===== config.mk =====
export PLATFORM = sky130hd
export DESIGN_NAME = skts_fifo
export DESIGN_NICKNAME = d
export VERILOG_FILES = /design/src/sv/skts_fifo.sv
export SDC_FILE = /design/constraint.sdc
export NUM_CORES = 1
export LEC_CHECK = 0
export BUFFER_PORTS_ARGS = -buffer_cell sky130_fd_sc_hd__buf_2
export CORE_ASPECT_RATIO = 1.1
export CORE_MARGIN = 10
export CORE_UTILIZATION = 52
export DETAILED_ROUTE_END_ITERATION = 8
export PLACE_DENSITY = 0.79
export SKIP_CTS_REPAIR_TIMING = 1
export SLEW_MARGIN = 20
export SYNTH_ARGS = -nofsm -noshare
export SYNTH_HDL_FRONTEND = slang
export SYNTH_SLANG_ARGS = --single-unit

===== constraint.sdc =====
create_clock -name clk -period 5.5 [get_ports clk]
set_input_delay 0.275 -clock clk [delete_from_list [all_inputs] [get_ports clk]]
set_output_delay 0.275 -clock clk [all_outputs]
set_load 0.005 [all_outputs]

===== src/sv/skts_fifo.sv =====
module skts_fifo #(
	parameter int WIDTH = 75,
	parameter int DEPTH = 2
) (
	input  logic             clk,
	input  logic             arst_n,
	input  logic             push,
	input  logic [WIDTH-1:0] wdata,
	output logic             full,
	input  logic             pop,
	output logic             valid,
	output logic [WIDTH-1:0] rdata
);

	localparam int PW = (DEPTH > 1) ? $clog2(DEPTH) : 1;
	localparam int CNTW = $clog2(DEPTH + 1);

	logic [WIDTH-1:0] entry_q [DEPTH];
	logic [PW-1:0]    wr_ptr_q;
	logic [PW-1:0]    rd_ptr_q;
	logic [CNTW-1:0]  fill_q;

	assign full  = (fill_q == CNTW'(DEPTH));
	assign valid = (fill_q != '0);
	assign rdata = entry_q[rd_ptr_q];

	always_ff @(posedge clk or negedge arst_n) begin
		if (!arst_n) begin
			wr_ptr_q <= '0;
			rd_ptr_q <= '0;
			fill_q   <= '0;
		end else begin
			if (push) begin
				wr_ptr_q <= (wr_ptr_q == PW'(DEPTH - 1)) ? '0 : wr_ptr_q + 1'b1;
			end
			if (pop) begin
				rd_ptr_q <= (rd_ptr_q == PW'(DEPTH - 1)) ? '0 : rd_ptr_q + 1'b1;
			end
			if (push && !pop) begin
				fill_q <= fill_q + 1'b1;
			end else if (pop && !push) begin
				fill_q <= fill_q - 1'b1;
			end
		end
	end

	always_ff @(posedge clk) begin
		if (push) begin
			entry_q[wr_ptr_q] <= wdata;
		end
	end

endmodule


==> results of run 1 <==
-- cell usage after synthesis (all sizes together) --
master / n
nor2: 1
dfrtp: 4
inv: 1
and2: 1
buf: 8
xor2: 4
or2: 1
mux2: 75
edfxtp: 150
nor2b: 2
ha: 1
xnor2: 1
-- worst max-delay path by stage --
| stage | endpoint | slack [ns] | cells past startpoint |
|---|---|---|---|
| 2_1_floorplan | entry_q[0][0] | 1.25 | 1 |
| 3_3_place_gp | entry_q[0][31] | 3.22 | 3 |
| 3_5_place_dp | entry_q[0][26] | 3.18 | 3 |
| 4_1_cts | rdata[0] | 3.06 | 3 |
| 5_1_grt | rdata[0] | 3.00 | 3 |
| 6_report | rdata[0] | 3.10 | 3 |
-- per-layer routing --
metal	global-route usage	vias up	wire length, um
met3	0.0631	12	949
met4	0.0597	2	104
met2	0.222	111	5290
li1	-	1322	-
met1	0.154	1334	4220
met5	0	-	13
-- logic make-up (layout without fill, tap and decap cells) --
| family | Yosys count | count (layout) | synth area share |
|---|---|---|---|
| and+or+nand+nor | 5 | 5 | 0.00500 |
| muxes | 75 | 75 | 0.173 |
| xor gates and xnor gates | 5 | 5 | 0.00761 |
| buffers and inverters | 9 | 191 | 0.0124 |
| adders and majority gates | 1 | 1 | 0.00217 |
| DFF | 154 | 154 | 0.800 |
-- through the flow --
step | hold WS (ns) | std cells | util | instance area (um2)
finish | 0.0549 | 578 | 0.669 | 7270
global route | 0.0366 | 578 | 0.669 | 7270
CTS | -0.356 | 576 | 0.666 | 7230
detailed placement | 0.0864 | 545 | 0.617 | 6700
global placement | 0.0825 | 544 | 0.614 | 6670
floorplan | -0.0206 | 249 | - | 5760
-- registers in the layout, indices dropped and copies added (netlist names) --
register,flops
wr_ptr_q,1
fill_q,2
entry_q,150
rd_ptr_q,1
-- layout make-up --
cell class                 count  area (um2)  share of cell area
clock inverter                13         104              0.0143
inverter                       1        3.75            0.000517
clock buffer                  18         429              0.0591
sequential                   154        4610               0.634
tap                          147         184              0.0253
multi-input combinational     86        1090               0.150
timing repair buffer         159         848               0.117
-- power groups by stage --
stage          Sequential, uW  Combinational [uW]  Clock (uW)
2_1_floorplan            1650                 664           0
3_3_place_gp             1770                 884           0
3_5_place_dp             1720                 967           0
4_1_cts                  1700                 971        1060
5_1_grt                  1720                1040        1120
6_report                 1690                 958        1040
-- worst register-to-register path, cell delays in order, from the launching register on --
cell	delay, ns
dfrtp_1	0.43
nor2b_4	0.50
buf_4	0.55
==> results.cfg, run 1 <==
[clock_tree]
htreeDepth = 4
cts_max_path_buffers = 2
cts.sinks = 154
numCtsBuffers = 17
cts-root-buf = clkbuf_16
path_clk_slew_ns = 0.06
cts_tree = built
clk_latency_ns = 0.41

[detailed_routing]
wl_per_cell_um = 18.3
drt-total-wl_um = 10600
drc = 0
via_per_inst = 4.81
vias = 2781
ant_nets = 0
initialDrtViolationCount = 125
drtPass1Iterations = 4

[place]
dpl_worst_slack_ns = 3.18
portBuffers = 155
dpl.hpwl_um = 7280
place_congestion = 0.714

[worst_hold_path]
min_to = entry_q[1][63]
min_path_type = primary input to flip-flop
whs_path_depth = 1
min-delay-start = wdata[63]

[final_layout]
final_common_cell = buf_2
finalNetCount = 499
n_fill_cell = 753
layout-drive-gt1-share = 0.613
layout_common_cells = 155 x buf_2, 150 x edfxtp_1, 40 x mux2_4
syn2layout_area_growth_pct = 26.3
antennaDiodeCount = 0

[critical_path]
crit_path_max_incr_delay_ns = 0.85
cp.required_ns = 5.22
r2r-start = wr_ptr_q
reg2reg_depth = 2
cp-end-kind = output pin
cp-startpoint = rd_ptr_q
r2r_end = entry_q[0][55]
r2r_slack_ns = 3.66
arrival_ns = 2.12
cp_max_fo = 40
critPathBufInv = 2
cp-start-kind = flip-flop
cp_slowest_cell = dfrtp_4
crit_chain = buf_16, mux2_2, buf_2
critPathTopFamily = flip-flops
critPathKind = flip-flop to output pin

[sta]
finalMaxSlewViolations = 0
fin_ws_ns = 3.10
fin_crit_ns = 2.40
worst_pin_slew_ns = 1.02
setup_viol = 0
max_freq_mhz = 418
fin_setup_tns_ns = 0
rsz0062_at_grt = no
fin_skew_ns = 0.00639
finalHoldViolations = 0
min_period_over_period = 0.435
relSlewSlack = 0.319

[synth]
avgSynthCellArea_um2 = 23.1
ys_ff_latch = 154
synth_nets = 329
synth_top_area_cell = edfxtp_1
synth.top_cell.area_share = 0.783
yosysSeqAreaShare = 0.800
ys_types = 15
synth_area_um2 = 5760
synthCells = 249
yosysWarningCount = 0
synthTopCellsByArea = edfxtp_1 78%, mux2_4 10%, mux2_2 6.8%

[power]
clkPwrFrac = 0.281
p_leak_uw = 0.00287
peakVddDrop_mv = 0.435
powerDensity_nw_per_um2 = 507
report.power.total_uw = 3690
swShare = 0.261
comb_power_share = 0.260
power_switching_uw = 960
seq_power_share = 0.459
internal_power_uw = 2730

[job]
cap_violations = 0

[floorplanning]
dieHeight_um = 130
rows = 40
die_area_um2 = 15700
io_pins = 156
start_util = 0.530
die_width_um = 120
core_area_um2 = 10900

[global_route]
antenna_found_initial = 1
grt_max_degree = 76
grt_pass1_wl_um = 16300
globalRouteOverflowTotal = 0
track_usage = 0.137
grt_pass1_vias = 3194

[outcome]
status = finished clean
No activity file was read; power rests on OpenSTA's default activity.
==> run 2, diff against run 1 <==
--- a/config.mk
+++ b/config.mk
@@ -5,12 +5,13 @@
 export SDC_FILE = /design/constraint.sdc
 export NUM_CORES = 1
 export LEC_CHECK = 0
+export ABC_AREA = 1
 export BUFFER_PORTS_ARGS = -buffer_cell sky130_fd_sc_hd__buf_2
 export CORE_ASPECT_RATIO = 1.1
 export CORE_MARGIN = 10
-export CORE_UTILIZATION = 52
+export CORE_UTILIZATION = 47
 export DETAILED_ROUTE_END_ITERATION = 8
-export PLACE_DENSITY = 0.79
+export PLACE_DENSITY = 0.76
 export SKIP_CTS_REPAIR_TIMING = 1
 export SLEW_MARGIN = 20
 export SYNTH_ARGS = -nofsm -noshare
==> constraint.sdc (replaced) <==
create_clock -name clk -period 2 [get_ports clk]
set_input_delay 0.1 -clock clk [delete_from_list [all_inputs] [get_ports clk]]
set_output_delay 0.1 -clock clk [all_outputs]
set_load 0.005 [all_outputs]
==> run 2 against run 1 <==
  * Final cell count increased by 17%
  * Sequential share of layout area decreased by 7.0 points
  * Cell area increased by 12%
  * Clock power increased to 3.0 times the previous value
  * Utilization increased by 0.91 points
  * Critical path depth unchanged
  * Via count increased by 15%
  * Wire length increased by 11%
  * Clock skew decreased by 0.00079 ns
==> results.cfg, run 2 <==
[outcome]
status = finished clean

[power]
powerDensity_nw_per_um2 = 1300
p_leak_uw = 0.00325
peakVddDrop_mv = 0.843

[synth]
synth_nets = 338
ys_types = 15
synth_area_um2 = 5770
ys_ff_latch = 154
synth_commonest_cells = 150 x edfxtp_1, 40 x mux2_4, 35 x mux2_2
yosysSeqAreaShare = 0.798
avgSynthCellArea_um2 = 22.4
yosysWarningCount = 0
synthTopCellsByArea = edfxtp_1 78%, mux2_4 10%, mux2_2 6.8%
synth.top_cell.area_share = 0.780
synthArstFlopShare = 0.0260
synthCells = 258
ys.flop_type = edfxtp_1
synth_edf_count = 150
synth_most_common_cell = edfxtp_1
synth_top_area_cell = edfxtp_1

[sta]
fin_crit_ns = 1.78
max_freq_mhz = 562
rsz0062_at_grt = no
relSlewSlack = 0.707
fin_setup_tns_ns = 0
worst_pin_slew_ns = 0.439
setup_viol = 0
finalHoldViolations = 0
min_period_over_period = 0.889
fin_skew_ns = 0.00561
finalMaxSlewViolations = 0

[floorplanning]
core_area_um2 = 12000
io_pins = 156
die_width_um = 126
dieHeight_um = 136
start_util = 0.480
rows = 42
die_area_um2 = 17100

[critical_path]
cp-start-kind = flip-flop
r2r-start = wr_ptr_q
cp_max_fo = 37
cp.required_ns = 1.90
reg2reg_depth = 3
r2r_end = entry_q[1][71]
cp-end-kind = output pin
arrival_ns = 1.68
critPathKind = flip-flop to output pin
r2r_slack_ns = 0.43

[final_layout]
top_register = entry_q
design_area_um2 = 8160
layout-drive-gt1-share = 0.514
finalNetCount = 588
final_common_cell = buf_2
layout_common_cells = 155 x buf_2, 150 x edfxtp_1, 78 x dlygate4sd3_1
syn2layout_area_growth_pct = 41.4
largestRegisters = entry_q x150, fill_q x2
layout.cells.non_filler = 676
largest_reg_flops = 150

[global_route]
antenna_found_initial = 1
globalRouteOverflowTotal = 0
track_usage = 0.128
grt_pass1_vias = 3316
grt_pass1_wl_um = 17000
grt_max_degree = 46

[clock_tree]
path_clk_slew_ns = 0.06
cts_tree = built
clk_latency_ns = 0.41
cts.sinks = 154
cts_max_path_buffers = 2
htreeDepth = 4
cts-root-buf = clkbuf_16
numCtsBuffers = 17

[place]
portBuffers = 155
placement.cell_area_um2 = 6800
dp.cells = 565
dpl.hpwl_um = 7710
place_congestion = 0.701

[detailed_routing]
via_per_inst = 4.75
drc = 0
wl_per_cell_um = 17.4
drtPass1Iterations = 6
initialDrtViolationCount = 163
ant_nets = 0
vias = 3210
drt-total-wl_um = 11800

[job]
cap_violations = 0

[worst_hold_path]
min_path_type = primary input to asynchronous set/reset pin
-- run 2: cell count changes after synthesis, moves of 2 or more --
cell | previous run | this run
nor2b_1 | 2 | 0
xor2_1 | 4 | 2
nand2_1 | 0 | 6
inv_1 | 1 | 7
-- run 2: cells by family after synthesis --
group / after synthesis / synth area share
DFF: 154 / 0.798
and+or+nand+nor: 10 / 0.00715
xor gates and xnor gates: 3 / 0.00455
adders and majority gates: 1 / 0.00217
muxes: 75 / 0.172
buffers and inverters: 15 / 0.0163
-- run 2: per-stage QoR --
stage                     worst slack, ns  power (uW)  utilization  hold slack (ns)
after floorplan                   0.00418        6320            -           -0.196
after global placement              0.497        7410        0.565          -0.0874
after detailed placement            0.454        7490        0.565          -0.0859
after CTS                           0.199       10600        0.613           -0.532
after global routing                0.145       11100        0.678           0.0190
final                               0.222       10600        0.678           0.0198
-- run 2: report_power, final --
group,internal (uW),switching [uW]
combinational,1650,1380
clock,1900,1190
sequential,4290,179
total,7850,2740
-- run 2: area by class of cell --
| class | count | area [um2] |
|---|---|---|
| Sequential cell | 154 | 4610 |
| Fill cell | 783 | 3870 |
| Timing Repair Buffer | 239 | 1660 |
| Multi-Input combinational cell | 89 | 1080 |
| Clock buffer | 22 | 464 |
| Tap cell | 154 | 193 |
| Clock inverter | 10 | 118 |
| Inverter | 7 | 30.0 |
| Antenna cell | 1 | 2.50 |
-- run 2: worst max-delay path by stage --
stage / startpoint / end / slack, ns / cells past startpoint
after CTS: rd_ptr_q / rdata[59] / 0.20 / 3
after global routing: rd_ptr_q / rdata[59] / 0.15 / 3
after global placement: wr_ptr_q / entry_q[1][28] / 0.50 / 3
after detailed placement: wr_ptr_q / entry_q[1][33] / 0.45 / 3
final: rd_ptr_q / rdata[59] / 0.22 / 3
after floorplan: wr_ptr_q / entry_q[1][0] / 0.004 / 2
-- run 2: routing by layer --
layer  routed length [um]  track usage
met5                    0            0
met4                  164       0.0519
met3                  903       0.0647
met2                 6290        0.217
met1                 4400        0.132
-- run 2: worst max-delay path, stage by stage (launching register included) --
cell     delay [ns]
dfrtp_4        0.45
buf_12         0.27
mux2_2         0.39
buf_2          0.13
