$ cat src/sv/skts_pkg.sv
package skts_pkg;

	// Fixed field widths of the stream and configuration ports.
	localparam int INDEX_W     = 10;
	localparam int KEY_VALUE_W = 64;
	localparam int COUNT_W     = 11;
	localparam int POSITION_W  = 10;
	localparam int S_TDATA_W   = 80;
	localparam int M_TDATA_W   = 16;

	// Defaults for the top-level parameters.
	localparam int TABLE_DEPTH_DEF = 1024;
	localparam int KEY_BYTES_DEF   = 8;

	// Entries of the command queue between the front and the back.
	localparam int QUEUE_DEPTH = 2;

	// Function codes carried in the slave-side tuser.
	localparam logic FUNC_LOAD   = 1'b0;
	localparam logic FUNC_SEARCH = 1'b1;

endpackage

$ cat src/sv/skts_back.sv
module skts_back #(
	parameter int TABLE_DEPTH = 1024,
	parameter int KEY_BYTES   = 8
) (
	input  logic                                     clk,
	input  logic                                     arst_n,
	input  logic                                     cfg_valid,
	input  logic [skts_pkg::COUNT_W-1:0]             cfg_data,
	input  logic                                     q_valid,
	input  logic [$clog2(TABLE_DEPTH)+8*KEY_BYTES:0] q_data,
	output logic                                     q_pop,
	output logic                                     ram_we,
	output logic [$clog2(TABLE_DEPTH)-1:0]           ram_waddr,
	output logic [8*KEY_BYTES-1:0]                   ram_wdata,
	output logic [$clog2(TABLE_DEPTH)-1:0]           ram_raddr,
	input  logic [8*KEY_BYTES-1:0]                   ram_rdata,
	output logic                                     m_axis_tvalid,
	input  logic                                     m_axis_tready,
	output logic [skts_pkg::M_TDATA_W-1:0]           m_axis_tdata,
	output logic                                     m_axis_tuser
);
	import skts_pkg::*;

	localparam int AW = $clog2(TABLE_DEPTH);
	localparam int KW = 8 * KEY_BYTES;
	localparam int CW = AW + 1;

	localparam logic [1:0] ST_IDLE  = 2'd0;
	localparam logic [1:0] ST_PROBE = 2'd1;
	localparam logic [1:0] ST_CHECK = 2'd2;
	localparam logic [1:0] ST_DONE  = 2'd3;

	logic [1:0]            state_q;
	logic [CW-1:0]         count_q;
	logic [CW-1:0]         lo_q;
	logic [CW-1:0]         hi_q;
	logic [CW-1:0]         mid_q;
	logic [KW-1:0]         key_q;
	logic                  res_found_q;
	logic [POSITION_W-1:0] res_pos_q;
	logic                  m_valid_q;
	logic                  m_found_q;
	logic [POSITION_W-1:0] m_pos_q;

	logic                     q_func;
	logic [AW-1:0]            q_addr;
	logic [KW-1:0]            q_key;
	logic                     start_search;
	logic                     out_free;
	logic                     less;
	logic [CW-1:0]            lo_n;
	logic [CW-1:0]            hi_n;
	logic [CW:0]              sum_n;
	logic [CW-1:0]            mid_n;
	logic [CW-1:0]            mid_first;
	logic [CW+POSITION_W-1:0] lo_ext;
	logic [POSITION_W-1:0]    lo_pos;

	assign q_func = q_data[KW+AW];
	assign q_addr = q_data[KW +: AW];
	assign q_key  = q_data[KW-1:0];

	assign q_pop        = (state_q == ST_IDLE) && q_valid;
	assign start_search = q_pop && (q_func == FUNC_SEARCH);
	assign ram_we       = q_pop && (q_func == FUNC_LOAD);
	assign ram_waddr    = q_addr;
	assign ram_wdata    = q_key;

	assign out_free = !m_valid_q || m_axis_tready;

	// One probe per cycle: the registered read of mid arrives, the bounds
	// narrow, and the next midpoint goes straight back to the read port.
	assign less      = (ram_rdata < key_q);
	assign lo_n      = less ? mid_q + 1'b1 : lo_q;
	assign hi_n      = less ? hi_q : mid_q;
	assign sum_n     = {1'b0, lo_n} + {1'b0, hi_n};
	assign mid_n     = sum_n[CW:1];
	assign mid_first = count_q >> 1;

	assign lo_ext = {{POSITION_W{1'b0}}, lo_q};
	assign lo_pos = lo_ext[POSITION_W-1:0];

	always_comb begin
		unique case (state_q)
			ST_IDLE:  ram_raddr = mid_first[AW-1:0];
			ST_PROBE: ram_raddr = (lo_n < hi_n) ? mid_n[AW-1:0] : lo_n[AW-1:0];
			default:  ram_raddr = '0;
		endcase
	end

	always_ff @(posedge clk or negedge arst_n) begin
		if (!arst_n) begin
			state_q   <= ST_IDLE;
			count_q   <= '0;
			m_valid_q <= 1'b0;
		end else begin
			if (cfg_valid) begin
				if (int'(cfg_data) > TABLE_DEPTH) begin
					count_q <= CW'(TABLE_DEPTH);
				end else begin
					count_q <= CW'(cfg_data);
				end
			end
			if ((state_q == ST_DONE) && out_free) begin
				m_valid_q <= 1'b1;
			end else if (m_axis_tready) begin
				m_valid_q <= 1'b0;
			end
			unique case (state_q)
				ST_IDLE: begin
					if (start_search) begin
						state_q <= (count_q != '0) ? ST_PROBE : ST_DONE;
					end
				end
				ST_PROBE: begin
					if (lo_n < hi_n) begin
						state_q <= ST_PROBE;
					end else if (lo_n < count_q) begin
						state_q <= ST_CHECK;
					end else begin
						state_q <= ST_DONE;
					end
				end
				ST_CHECK: begin
					state_q <= ST_DONE;
				end
				ST_DONE: begin
					if (out_free) begin
						state_q <= ST_IDLE;
					end
				end
				default: begin
					state_q <= ST_IDLE;
				end
			endcase
		end
	end

	always_ff @(posedge clk) begin
		unique case (state_q)
			ST_IDLE: begin
				if (start_search) begin
					key_q       <= q_key;
					lo_q        <= '0;
					hi_q        <= count_q;
					mid_q       <= mid_first;
					res_found_q <= 1'b0;
					res_pos_q   <= '0;
				end
			end
			ST_PROBE: begin
				lo_q  <= lo_n;
				hi_q  <= hi_n;
				mid_q <= mid_n;
			end
			ST_CHECK: begin
				if (ram_rdata == key_q) begin
					res_found_q <= 1'b1;
					res_pos_q   <= lo_pos;
				end
			end
			ST_DONE: begin
				if (out_free) begin
					m_found_q <= res_found_q;
					m_pos_q   <= res_pos_q;
				end
			end
			default: begin
			end
		endcase
	end

	assign m_axis_tvalid = m_valid_q;
	assign m_axis_tuser  = m_found_q;
	assign m_axis_tdata  = {{(M_TDATA_W - POSITION_W){1'b0}}, m_pos_q};

endmodule

$ cat config.mk
export PLATFORM = sky130hd
export DESIGN_NAME = skts_back
export DESIGN_NICKNAME = d
export VERILOG_FILES = /design/src/sv/skts_pkg.sv /design/src/sv/skts_back.sv
export SDC_FILE = /design/constraint.sdc
export NUM_CORES = 1
export LEC_CHECK = 0
export BUFFER_PORTS_ARGS = -buffer_cell sky130_fd_sc_hd__clkbuf_2
export CAP_MARGIN = 20
export CORE_MARGIN = 5
export CORE_UTILIZATION = 40
export CTS_CLUSTER_SIZE = 8
export DETAILED_ROUTE_END_ITERATION = 8
export GPL_ROUTABILITY_DRIVEN = 0
export PLACE_DENSITY = 0.73
export SKIP_CTS_REPAIR_TIMING = 1
export SLEW_MARGIN = 25
export SYNTH_ARGS = -nofsm -noshare
export SYNTH_HDL_FRONTEND = slang
export SYNTH_SLANG_ARGS = --single-unit
$ cat constraint.sdc
create_clock -name clk -period 7.8 [get_ports clk]
set_input_delay 1.17 -clock clk [delete_from_list [all_inputs] [get_ports clk]]
set_output_delay 1.17 -clock clk [all_outputs]
set_load 0.05 [all_outputs]
==> results.ini, run 1 <==
[status]
status = finished clean

[worst_setup_path]
reg2reg_from = key_q[63]
crit_path_start_kind = primary input
cp_max_fo = 13
cp.required_ns = 6.63
critPathKind = in2out
crit_start = ram_rdata[63]
end_kind = output pin
arrival_ns = 6.27

[floorplanning]
die-area_sq_mm = 0.02410
core_area_sq_mm = 0.02089
die_w_um = 155.2
die_y_um = 155.2
io_pins = 259
rows = 53
initial_utilization = 0.4039

[sta]
max_slew_margin = 0.3461
final-setup-viol-count = 0
finalSetupTns_ns = 0
rsz0062_at_grt = no
period_needed_ns = 7.439
hold_violations = 0
drv_slew = 0
finClkSkew_ns = 0.009590
period_share = 0.9537
fmax_ghz = 0.1344
worst_pin_slew_ns = 0.9764
whs_ns = 0.4171

[layout]
final-instance-count-excl-fill = 1265
final_cell_mix = clkbuf_2 (231), edfxtp_1 (119), inv_1 (94), ha_1 (94), nand2_1 (65)
nets = 1228
n_antenna_cell = 0
layout_commonest_cell = clkbuf_2
drive_gt1_frac = 0.2960
syn_to_final_growth_pct = 18.30

[place]
io_buffers = 232
dp.cells = 1233
hpwl_um = 17210

[routing]
num_vias = 6342
viasPerCell = 5.013
postRouteAntennaNets = 0
first_pass_iters = 5
drtIter0Drc = 429
drc = 0
wl_per_cell_um = 16.74
wirelength_um = 21170

[grt]
antenna_found_initial = 0
grt_max_degree = 53
grt_usage = 0.1739
overflow = 0
grt_pass1_wl_um = 32990
grt_pass1_vias = 6311

[synthesis]
synth_edf_count = 119
synthTopCellsByArea = edfxtp_1 (42%), ha_1 (14%), buf_4 (7.1%), inv_1 (4.2%), dfrtp_1 (4.2%)
synth_cell_types = 56
ys_ff_latch = 133
synth_top_cell_by_area = edfxtp_1
synth_top_cell_area_share = 0.4236
synth_warnings = 0
seq_area_frac_synth = 0.4651
synth_ff_type = edfxtp_1
syn_avg_cell_area_sq_um = 10.42
synthArstFlopShare = 0.1053
synth.cell_area_sq_mm = 0.008437
syn_inst = 810

[cts]
clk_pin_slew_ns = 0.05
cts_buffers = 17
clk_latency_ns = 0.41
cts_tree = built
h-tree-depth = 4
clockRootBuffer = clkbuf_16
clk_path_buf_depth = 2
numClockSinks = 133

[pwr]
total_power_w = 0.003990
p_leak_nw = 4.716
irDropWorstVdd_mv = 0.2239
cellPowerDensity_mw_per_mm2 = 399.8

[job]
max_cap_viol_count = 0

[hold_path]
worstHoldStart = res_pos_q[5]
hold_path_class = reg2reg

[report_power, final]
part           leakage (nW)  switching (W)  internal, W
combinational          3.15        0.00135     0.000713
clock                 0.272       0.000289     0.000500
sequential             1.29       0.000120      0.00102
total                  4.72        0.00176      0.00223
[worst paths after layout]
| kind | depth (start not counted) | slack (ns) | endpoint |
|---|---|---|---|
| worst min-delay path | 0 | 0.42 | m_pos_q[5] |
| max in group asynchronous | 1 | 6.89 | state_q[1] |
| worst max-delay path | 20 | 0.36 | ram_raddr[3] |
| worst max register to register | 20 | 2.77 | mid_q[9] |
| min in group asynchronous | 1 | 0.65 | count_q[8] |
| worst min register to register | 0 | 0.42 | m_pos_q[5] |
[synth_stat cells, drive strengths merged (2+ instances only)]
library cell,number
edfxtp,119
inv,96
ha,95
buf,84
nand2,65
a21oi,51
o21ai,46
nor2,38
and2,21
mux2i,18
clkbuf,17
dfrtp,14
nand4,13
nand3,12
nor3,12
xnor2,12
a21o,10
a211oi,9
nor2b,8
nor4,8
nand2b,7
mux2,6
nand3b,6
and3,4
xor2,4
o211ai,3
o21bai,3
a21boi,2
a22oi,2
a31oi,2
and4,2
o21a,2
o22ai,2
o2bb2ai,2
[state kept, by name, summed over array words and instances, names as in the netlist]
register and flops:
count_q 11, hi_q 11, key_q 64, lo_q 11
m_axis_tuser 1, m_axis_tvalid 1, m_pos_q 10, mid_q 11
res_found_q 1, res_pos_q 10, state_q 2
[worst max-delay path: stages]
cell	delay (ns)
clkbuf_2	0.08
ha_1	0.32
nand4_2	0.18
nor4_4	0.36
and4_1	0.30
nand3_1	0.17
o2111a_2	0.33
nand2_1	0.14
buf_4	0.22
o21ai_0	0.33
ha_2	0.54
o21bai_1	0.09
a21oi_1	0.14
o21bai_1	0.09
a2111o_1	0.42
a311o_1	0.36
buf_4	0.19
mux2i_1	0.13
a211oi_2	0.35
clkbuf_2	0.34
[metal layers]
metal  track usage  share of wire  vias up
met3       0.02921          0.070       27
met5             0              0        -
met2        0.2791           0.47      245
met1        0.2423           0.45     2980
li1              -              -     3090
met4       0.05336          0.017        0
[cell type report]
class	count	area, sq um
multi-input cells	485	3518
clock buffers	22	444.2
well taps	275	344.1
clock inverters	10	131.4
fillers	1959	10910
repair buffers	244	1254
flip-flops and latches	133	3924
inverters	96	365.4
[cells by family (layout without fill, tap and decap cells)]
kind of cell	count (synthesis)	count (layout)	share of synthesized area
and+or+nand+nor	198	198	0.1163
AOI/OAI and AO/OA	145	145	0.1029
muxes	24	24	0.02981
buffers and inverters	197	372	0.1256
xor gates and xnor gates	16	16	0.01661
DFF	133	133	0.4651
adders and majority gates	96	96	0.1433
other	1	6	0.0004445
[per-stage QoR]
| step | worst slack [ns] | instance area, sq um | util |
|---|---|---|---|
| floorplan | 0.1096 | 8456 | - |
| global placement | 0.2325 | 9359 | 0.4480 |
| detailed placement | 0.2574 | 9359 | 0.4480 |
| CTS | 0.2429 | 9935 | 0.4756 |
| global route | 0.02135 | 9981 | 0.4778 |
| finish | 0.3612 | 9981 | 0.4778 |
Power figures use the tool's default switching activity.
==> run 2: changes to the inputs <==
--- a/config.mk
+++ b/config.mk
@@ -14,7 +14,6 @@
 export GPL_ROUTABILITY_DRIVEN = 0
 export PLACE_DENSITY = 0.73
 export SKIP_CTS_REPAIR_TIMING = 1
-export SLEW_MARGIN = 25
 export SYNTH_ARGS = -nofsm -noshare
 export SYNTH_HDL_FRONTEND = slang
 export SYNTH_SLANG_ARGS = --single-unit
==> constraint.sdc (replaced) <==
create_clock -name clk -period 7.8 [get_ports clk]
set_input_delay 0.39 -clock clk [delete_from_list [all_inputs] [get_ports clk]]
set_output_delay 0.39 -clock clk [all_outputs]
set_load 0.05 [all_outputs]
==> run 2 against run 1 <==
Against the previous run:
- die area stayed put
- flip-flop and latch count stayed put
- register-to-register slack worse by 0.31 ns
- via count is 0.46% higher
- design area is 0.44% lower
- utilization is 0.21 points lower
- maximum frequency is 13% higher
- largest power group unchanged
==> results.ini, run 2 (same netlist as run 1, synthesis figures left out) <==
[status]
status = finished clean  ; unchanged

[job]
max_cap_viol_count = 0  ; unchanged

[sta]
final-setup-viol-count = 0  ; unchanged
layout_setup_ws_ns = 1.221  ; was 0.3612 ns
whs_ns = 0.1571  ; was 0.4171 ns
period_needed_ns = 6.579  ; was 7.439 ns
drv_slew = 0  ; unchanged
fmax_ghz = 0.1520  ; was 0.1344 GHz
hold_violations = 0  ; unchanged
max_slew_margin = 0.4047  ; was 0.3461
worst_pin_slew_ns = 0.8890  ; was 0.9764 ns
finalSetupTns_ns = 0  ; unchanged
period_share = 0.8435  ; was 0.9537
rsz0062_at_grt = no  ; unchanged
finClkSkew_ns = 0.007476  ; was 0.009590 ns

[grt]
grt_usage = 0.1768  ; was 0.1739
grt_pass1_wl_um = 33110  ; was 32990 um
grt_pass1_vias = 6401  ; was 6311
grt_max_degree = 55  ; was 53
antenna_found_initial = 0  ; unchanged
overflow = 0  ; unchanged

[layout]
nets = 1224  ; was 1228
final_util = 0.4757  ; was 0.4778
final_cell_mix = clkbuf_2 (232), edfxtp_1 (119), ha_1 (95)  ; was clkbuf_2 (231), edfxtp_1 (119), inv_1 (94), ha_1 (94), nand2_1 (65)
largest_register_ffs = 64  ; unchanged
n_antenna_cell = 0  ; unchanged
syn_to_final_growth_pct = 17.78  ; was 18.30%
layout_commonest_cell = clkbuf_2  ; unchanged
regMostFlops = key_q  ; unchanged
drive_gt1_frac = 0.2840  ; was 0.2960

[worst_setup_path]
r2r_setup_slack_ns = 2.46  ; was 2.77 ns
arrival_ns = 6.19  ; was 6.27 ns
reg2reg_to = mid_q[9]  ; unchanged
reg2reg_from = key_q[63]  ; unchanged
cp_max_fo = 14  ; was 13
end_kind = output pin  ; unchanged
crit_start = key_q[63]  ; was ram_rdata[63]
critPathKind = reg2out  ; was in2out
rr_worst_depth = 20  ; unchanged
cp.required_ns = 7.41  ; was 6.63 ns
crit_path_start_kind = flop  ; was primary input
cp-endpoint = ram_raddr[9]  ; was ram_raddr[3]

[cts]
clockRootBuffer = clkbuf_16  ; unchanged
cts_buffers = 17  ; unchanged
clk_latency_ns = 0.42  ; was 0.41 ns
h-tree-depth = 4  ; unchanged
cts_tree = built  ; unchanged
numClockSinks = 133  ; unchanged
clk_pin_slew_ns = 0.06  ; was 0.05 ns
clk_path_buf_depth = 2  ; unchanged

[floorplanning]
die_w_um = 155.2  ; unchanged
die-area_sq_mm = 0.02410  ; unchanged
die_y_um = 155.2  ; unchanged
rows = 53  ; unchanged
initial_utilization = 0.4039  ; unchanged
io_pins = 259  ; unchanged
core_area_sq_mm = 0.02089  ; unchanged

[routing]
first_pass_iters = 5  ; unchanged
wirelength_um = 21210  ; was 21170 um
postRouteAntennaNets = 0  ; unchanged
viasPerCell = 5.052  ; was 5.013
drc = 0  ; unchanged
num_vias = 6371  ; was 6342
wl_per_cell_um = 16.82  ; was 16.74 um
drtIter0Drc = 431  ; was 429

[place]
io_buffers = 232  ; unchanged
hpwl_um = 17160  ; was 17210 um
dp_slack_ns = 1.528  ; was 0.2574 ns

[pwr]
irDropWorstVdd_mv = 0.2445  ; was 0.2239 mV
p_leak_nw = 4.693  ; was 4.716 nW
cellPowerDensity_mw_per_mm2 = 398.9  ; was 399.8 mW/mm^2

[hold_path]
hold_path_class = in2reg  ; was reg2reg

[run 2: cell types whose count changed in the layout (fill, tap and decap cells not counted), sizes merged]
cell / before / now
bufinv: 3 / 4
clkbuf: 253 / 255
clkinv: 4 / 3
buf: 13 / 6
dlygate4sd3: 0 / 1
[run 2: critical path: stages (launching register included)]
cell      delay [ns]
edfxtp_1        0.32
inv_1           0.05
ha_1            0.33
nand4_2         0.16
nor4_2          0.40
and4_1          0.32
nand3_1         0.16
o2111a_2        0.33
nand2_1         0.36
mux2i_1         0.34
inv_1           0.17
fa_1            0.48
a21o_1          0.19
a21oi_1         0.23
o21bai_1        0.10
a21oi_1         0.24
o21ai_0         0.20
a21o_1          0.22
a21oi_1         0.17
xor2_1          0.11
mux2_2          0.27
a211oi_1        0.28
clkbuf_2        0.34
[run 2: final cells by class]
type | count | area (sq um)
Fill cell | 1925 | 10950
Sequential cell | 133 | 3924
Multi-Input combinational cell | 485 | 3475
Timing Repair Buffer | 240 | 1230
Clock buffer | 22 | 444.2
Inverter | 96 | 365.4
Tap cell | 275 | 344.1
Clock inverter | 10 | 155.1
[run 2: how the worst min path moves through the flow]
stage	startpoint	to	cells past startpoint
after CTS	arst_n	count_q[3]	1
after floorplan	arst_n	count_q[0]	0
after global placement	arst_n	count_q[10]	1
after global routing	q_data[29]	key_q[29]	1
after detailed placement	arst_n	count_q[10]	1
final	q_data[58]	key_q[58]	1
[run 2: power by group]
part           internal, W  leakage (nW)  switching, W  total (W)
sequential         0.00102          1.29      0.000104    0.00112
clock             0.000532         0.279      0.000293   0.000824
combinational     0.000669          3.12       0.00135    0.00202
total              0.00222          4.69       0.00175    0.00396
[run 2: per-stage QoR]
step                      instance area [sq um]  cells  power [W]
final                                      9937   1261   0.003964
after global routing                       9937   1261   0.004221
after CTS                                  9913   1259   0.003960
after detailed placement                   9314   1227   0.003112
after global placement                     9314   1227   0.003091
after floorplan                            8456    815   0.002635
[run 2: per-layer routing]
layer	track usage	wire (um)
met1	0.2420	9508
met2	0.2744	9510
met3	0.03672	1637
met4	0.07295	557
met5	0	0
==> run 3: changes to the inputs <==
--- a/config.mk
+++ b/config.mk
@@ -12,7 +12,7 @@
 export CTS_CLUSTER_SIZE = 8
 export DETAILED_ROUTE_END_ITERATION = 8
 export GPL_ROUTABILITY_DRIVEN = 0
-export PLACE_DENSITY = 0.73
+export PLACE_DENSITY = 0.75
 export SKIP_CTS_REPAIR_TIMING = 1
 export SYNTH_ARGS = -nofsm -noshare
 export SYNTH_HDL_FRONTEND = slang
==> constraint.sdc (replaced) <==
create_clock -name clk -period 6 [get_ports clk]
set_input_delay 0.3 -clock clk [delete_from_list [all_inputs] [get_ports clk]]
set_output_delay 0.3 -clock clk [all_outputs]
set_load 0.05 [all_outputs]
==> run 3 against run 2 <==
Against the previous run:
- via count grew 1.7%
- largest cell class unchanged
- utilization grew 0.88 points
- highest routed layer unchanged
- cell count grew 0.79%
- global-route usage grew 0.16 points
- clock-buffer cell count shrank 4
- clock power grew 20%
==> results.ini, run 3 (same netlist as run 1, synthesis figures left out) <==
[status]
status = finished clean  ; unchanged

[worst_setup_path]
critPathKind = reg2out  ; unchanged
arrival_ns = 5.44  ; was 6.19 ns
end_kind = output pin  ; unchanged
crit_path_start_kind = flop  ; unchanged
rr_worst_depth = 21  ; was 20
cp.required_ns = 5.70  ; was 7.41 ns
cp_max_fo = 11  ; was 14

[sta]
finClkSkew_ns = 0.01053  ; was 0.007476 ns
drv_slew = 0  ; unchanged
period_share = 0.9565
finalSetupTns_ns = 0  ; unchanged
fmax_ghz = 0.1742
max_slew_margin = 0.3133  ; was 0.4047
period_needed_ns = 5.739
worst_pin_slew_ns = 1.025  ; was 0.8890 ns
hold_violations = 0  ; unchanged
final-setup-viol-count = 0  ; unchanged

[floorplanning]
die_w_um = 155.2  ; unchanged
rows = 53  ; unchanged
die_y_um = 155.2  ; unchanged
die-area_sq_mm = 0.02410  ; unchanged
io_pins = 259  ; unchanged
core_area_sq_mm = 0.02089  ; unchanged
initial_utilization = 0.4039  ; unchanged

[routing]
drtIter0Drc = 487  ; was 431
viasPerCell = 5.098  ; was 5.052
first_pass_iters = 4  ; was 5
wl_met3_um = 1662  ; was 1637 um
wl_met2_um = 10250  ; was 9510 um
wl_per_cell_um = 17.07  ; was 16.82 um
wl_met1_um = 9311  ; was 9508 um
drc = 0  ; unchanged
wirelength_um = 21690  ; was 21210 um
num_vias = 6480  ; was 6371
top_layer = met4  ; unchanged
postRouteAntennaNets = 0  ; unchanged

[cts]
cts_buffers = 17  ; unchanged
clk_path_buf_depth = 2  ; unchanged
numClockSinks = 133  ; unchanged
clk_pin_slew_ns = 0.06  ; about the same
h-tree-depth = 4  ; unchanged
cts_tree = built  ; unchanged
clockRootBuffer = clkbuf_16  ; unchanged
clk_latency_ns = 0.41  ; was 0.42 ns

[layout]
regMostFlops = key_q  ; unchanged
final_cell_mix = clkbuf_2 (227), edfxtp_1 (119), inv_1 (93)  ; was clkbuf_2 (232), edfxtp_1 (119), ha_1 (95)
seqCellArea_sq_mm = 0.003924  ; unchanged
final_util = 0.4845  ; was 0.4757
finalInstanceArea_sq_mm = 0.01012  ; was 0.009937 sq mm
drive_gt1_frac = 0.3173  ; was 0.2840
fillers = 1947  ; was 1925
largest_register_ffs = 64  ; unchanged
syn_to_final_growth_pct = 19.96  ; was 17.78%
n_antenna_cell = 0  ; unchanged
layout_commonest_cell = clkbuf_2  ; unchanged
multiInputGateArea_sq_mm = 0.003616  ; was 0.003475 sq mm
nets = 1234  ; was 1224

[grt]
overflow = 0  ; unchanged
grt_usage = 0.1784  ; was 0.1768
grt_pass1_wl_um = 33570  ; was 33110 um
grt_max_degree = 65  ; was 55
grt_pass1_vias = 6331  ; was 6401
antenna_found_initial = 0  ; unchanged

[place]
io_buffers = 232  ; unchanged
place_area_sq_mm = 0.009359  ; was 0.009314 sq mm
hpwl_um = 17130  ; was 17160 um

[hold_path]
hold_depth = 1  ; unchanged
hold_path_class = in2reg  ; unchanged

[pwr]
irDropWorstVdd_mv = 0.4265  ; was 0.2445 mV
p_leak_nw = 4.737  ; was 4.693 nW
cellPowerDensity_mw_per_mm2 = 525.0  ; was 398.9 mW/mm^2

[job]
max_cap_viol_count = 0  ; unchanged

run 3: worst max-delay path, cell delays in order (launching register included):
cell and delay, ns:
edfxtp_1 0.33, inv_1 0.04, ha_1 0.34, nand4_4 0.14
nor4_4 0.34, and4_4 0.29, nand3_1 0.13, o2111a_2 0.32
and2_4 0.21, mux2_2 0.37, ha_4 0.33, inv_1 0.06
a21oi_1 0.12, o21bai_1 0.07, a21oi_1 0.14, o21bai_1 0.07
a2111o_1 0.41, a311o_2 0.39, buf_4 0.18, mux2_4 0.29
mux2i_1 0.15, nor2_1 0.06, buf_2 0.24
run 3: per-stage QoR:
step	cells	setup WS (ns)	hold WS (ns)	power, W
final	1271	0.2608	0.07258	0.005313
after global routing	1271	-0.01889	0.05206	0.005636
after CTS	1265	-0.2678	-0.2157	0.005113
after detailed placement	1233	0.1626	0.2355	0.004091
after global placement	1233	0.2151	0.2251	0.004054
after floorplan	815	0.01546	0.004409	0.003425
run 3: layout make-up:
cell class / count / area share
clock inverter: 14 / 0.01236
timing repair buffer: 250 / 0.1302
inverter: 96 / 0.03610
multi-input combinational: 485 / 0.3573
clock buffer: 18 / 0.04240
tap: 275 / 0.03400
sequential: 133 / 0.3877
run 3: per-layer routing:
layer / GRT usage / up-vias
met5: 0 / -
met4: 0.06044 / 0
met3: 0.03561 / 37
met2: 0.2833 / 287
met1: 0.2451 / 3052
li1: - / 3104
run 3: final timing paths:
check | from | slack, ns | endpoint
worst max-delay path | key_q[63] | 0.26 | ram_raddr[0]
worst min register to register | res_pos_q[2] | 0.42 | m_pos_q[2]
worst min-delay path | q_data[37] | 0.07 | key_q[37]
min in group asynchronous | arst_n | 0.32 | count_q[10]
max in group asynchronous | arst_n | 5.41 | m_axis_tvalid
worst max register to register | key_q[63] | 1.21 | state_q[0]
run 3: report_power, final:
part           internal, W  switching, W  total [W]
Combinational      0.00102       0.00184    0.00285
Sequential         0.00132      0.000148    0.00147
Clock             0.000573      0.000414   0.000987
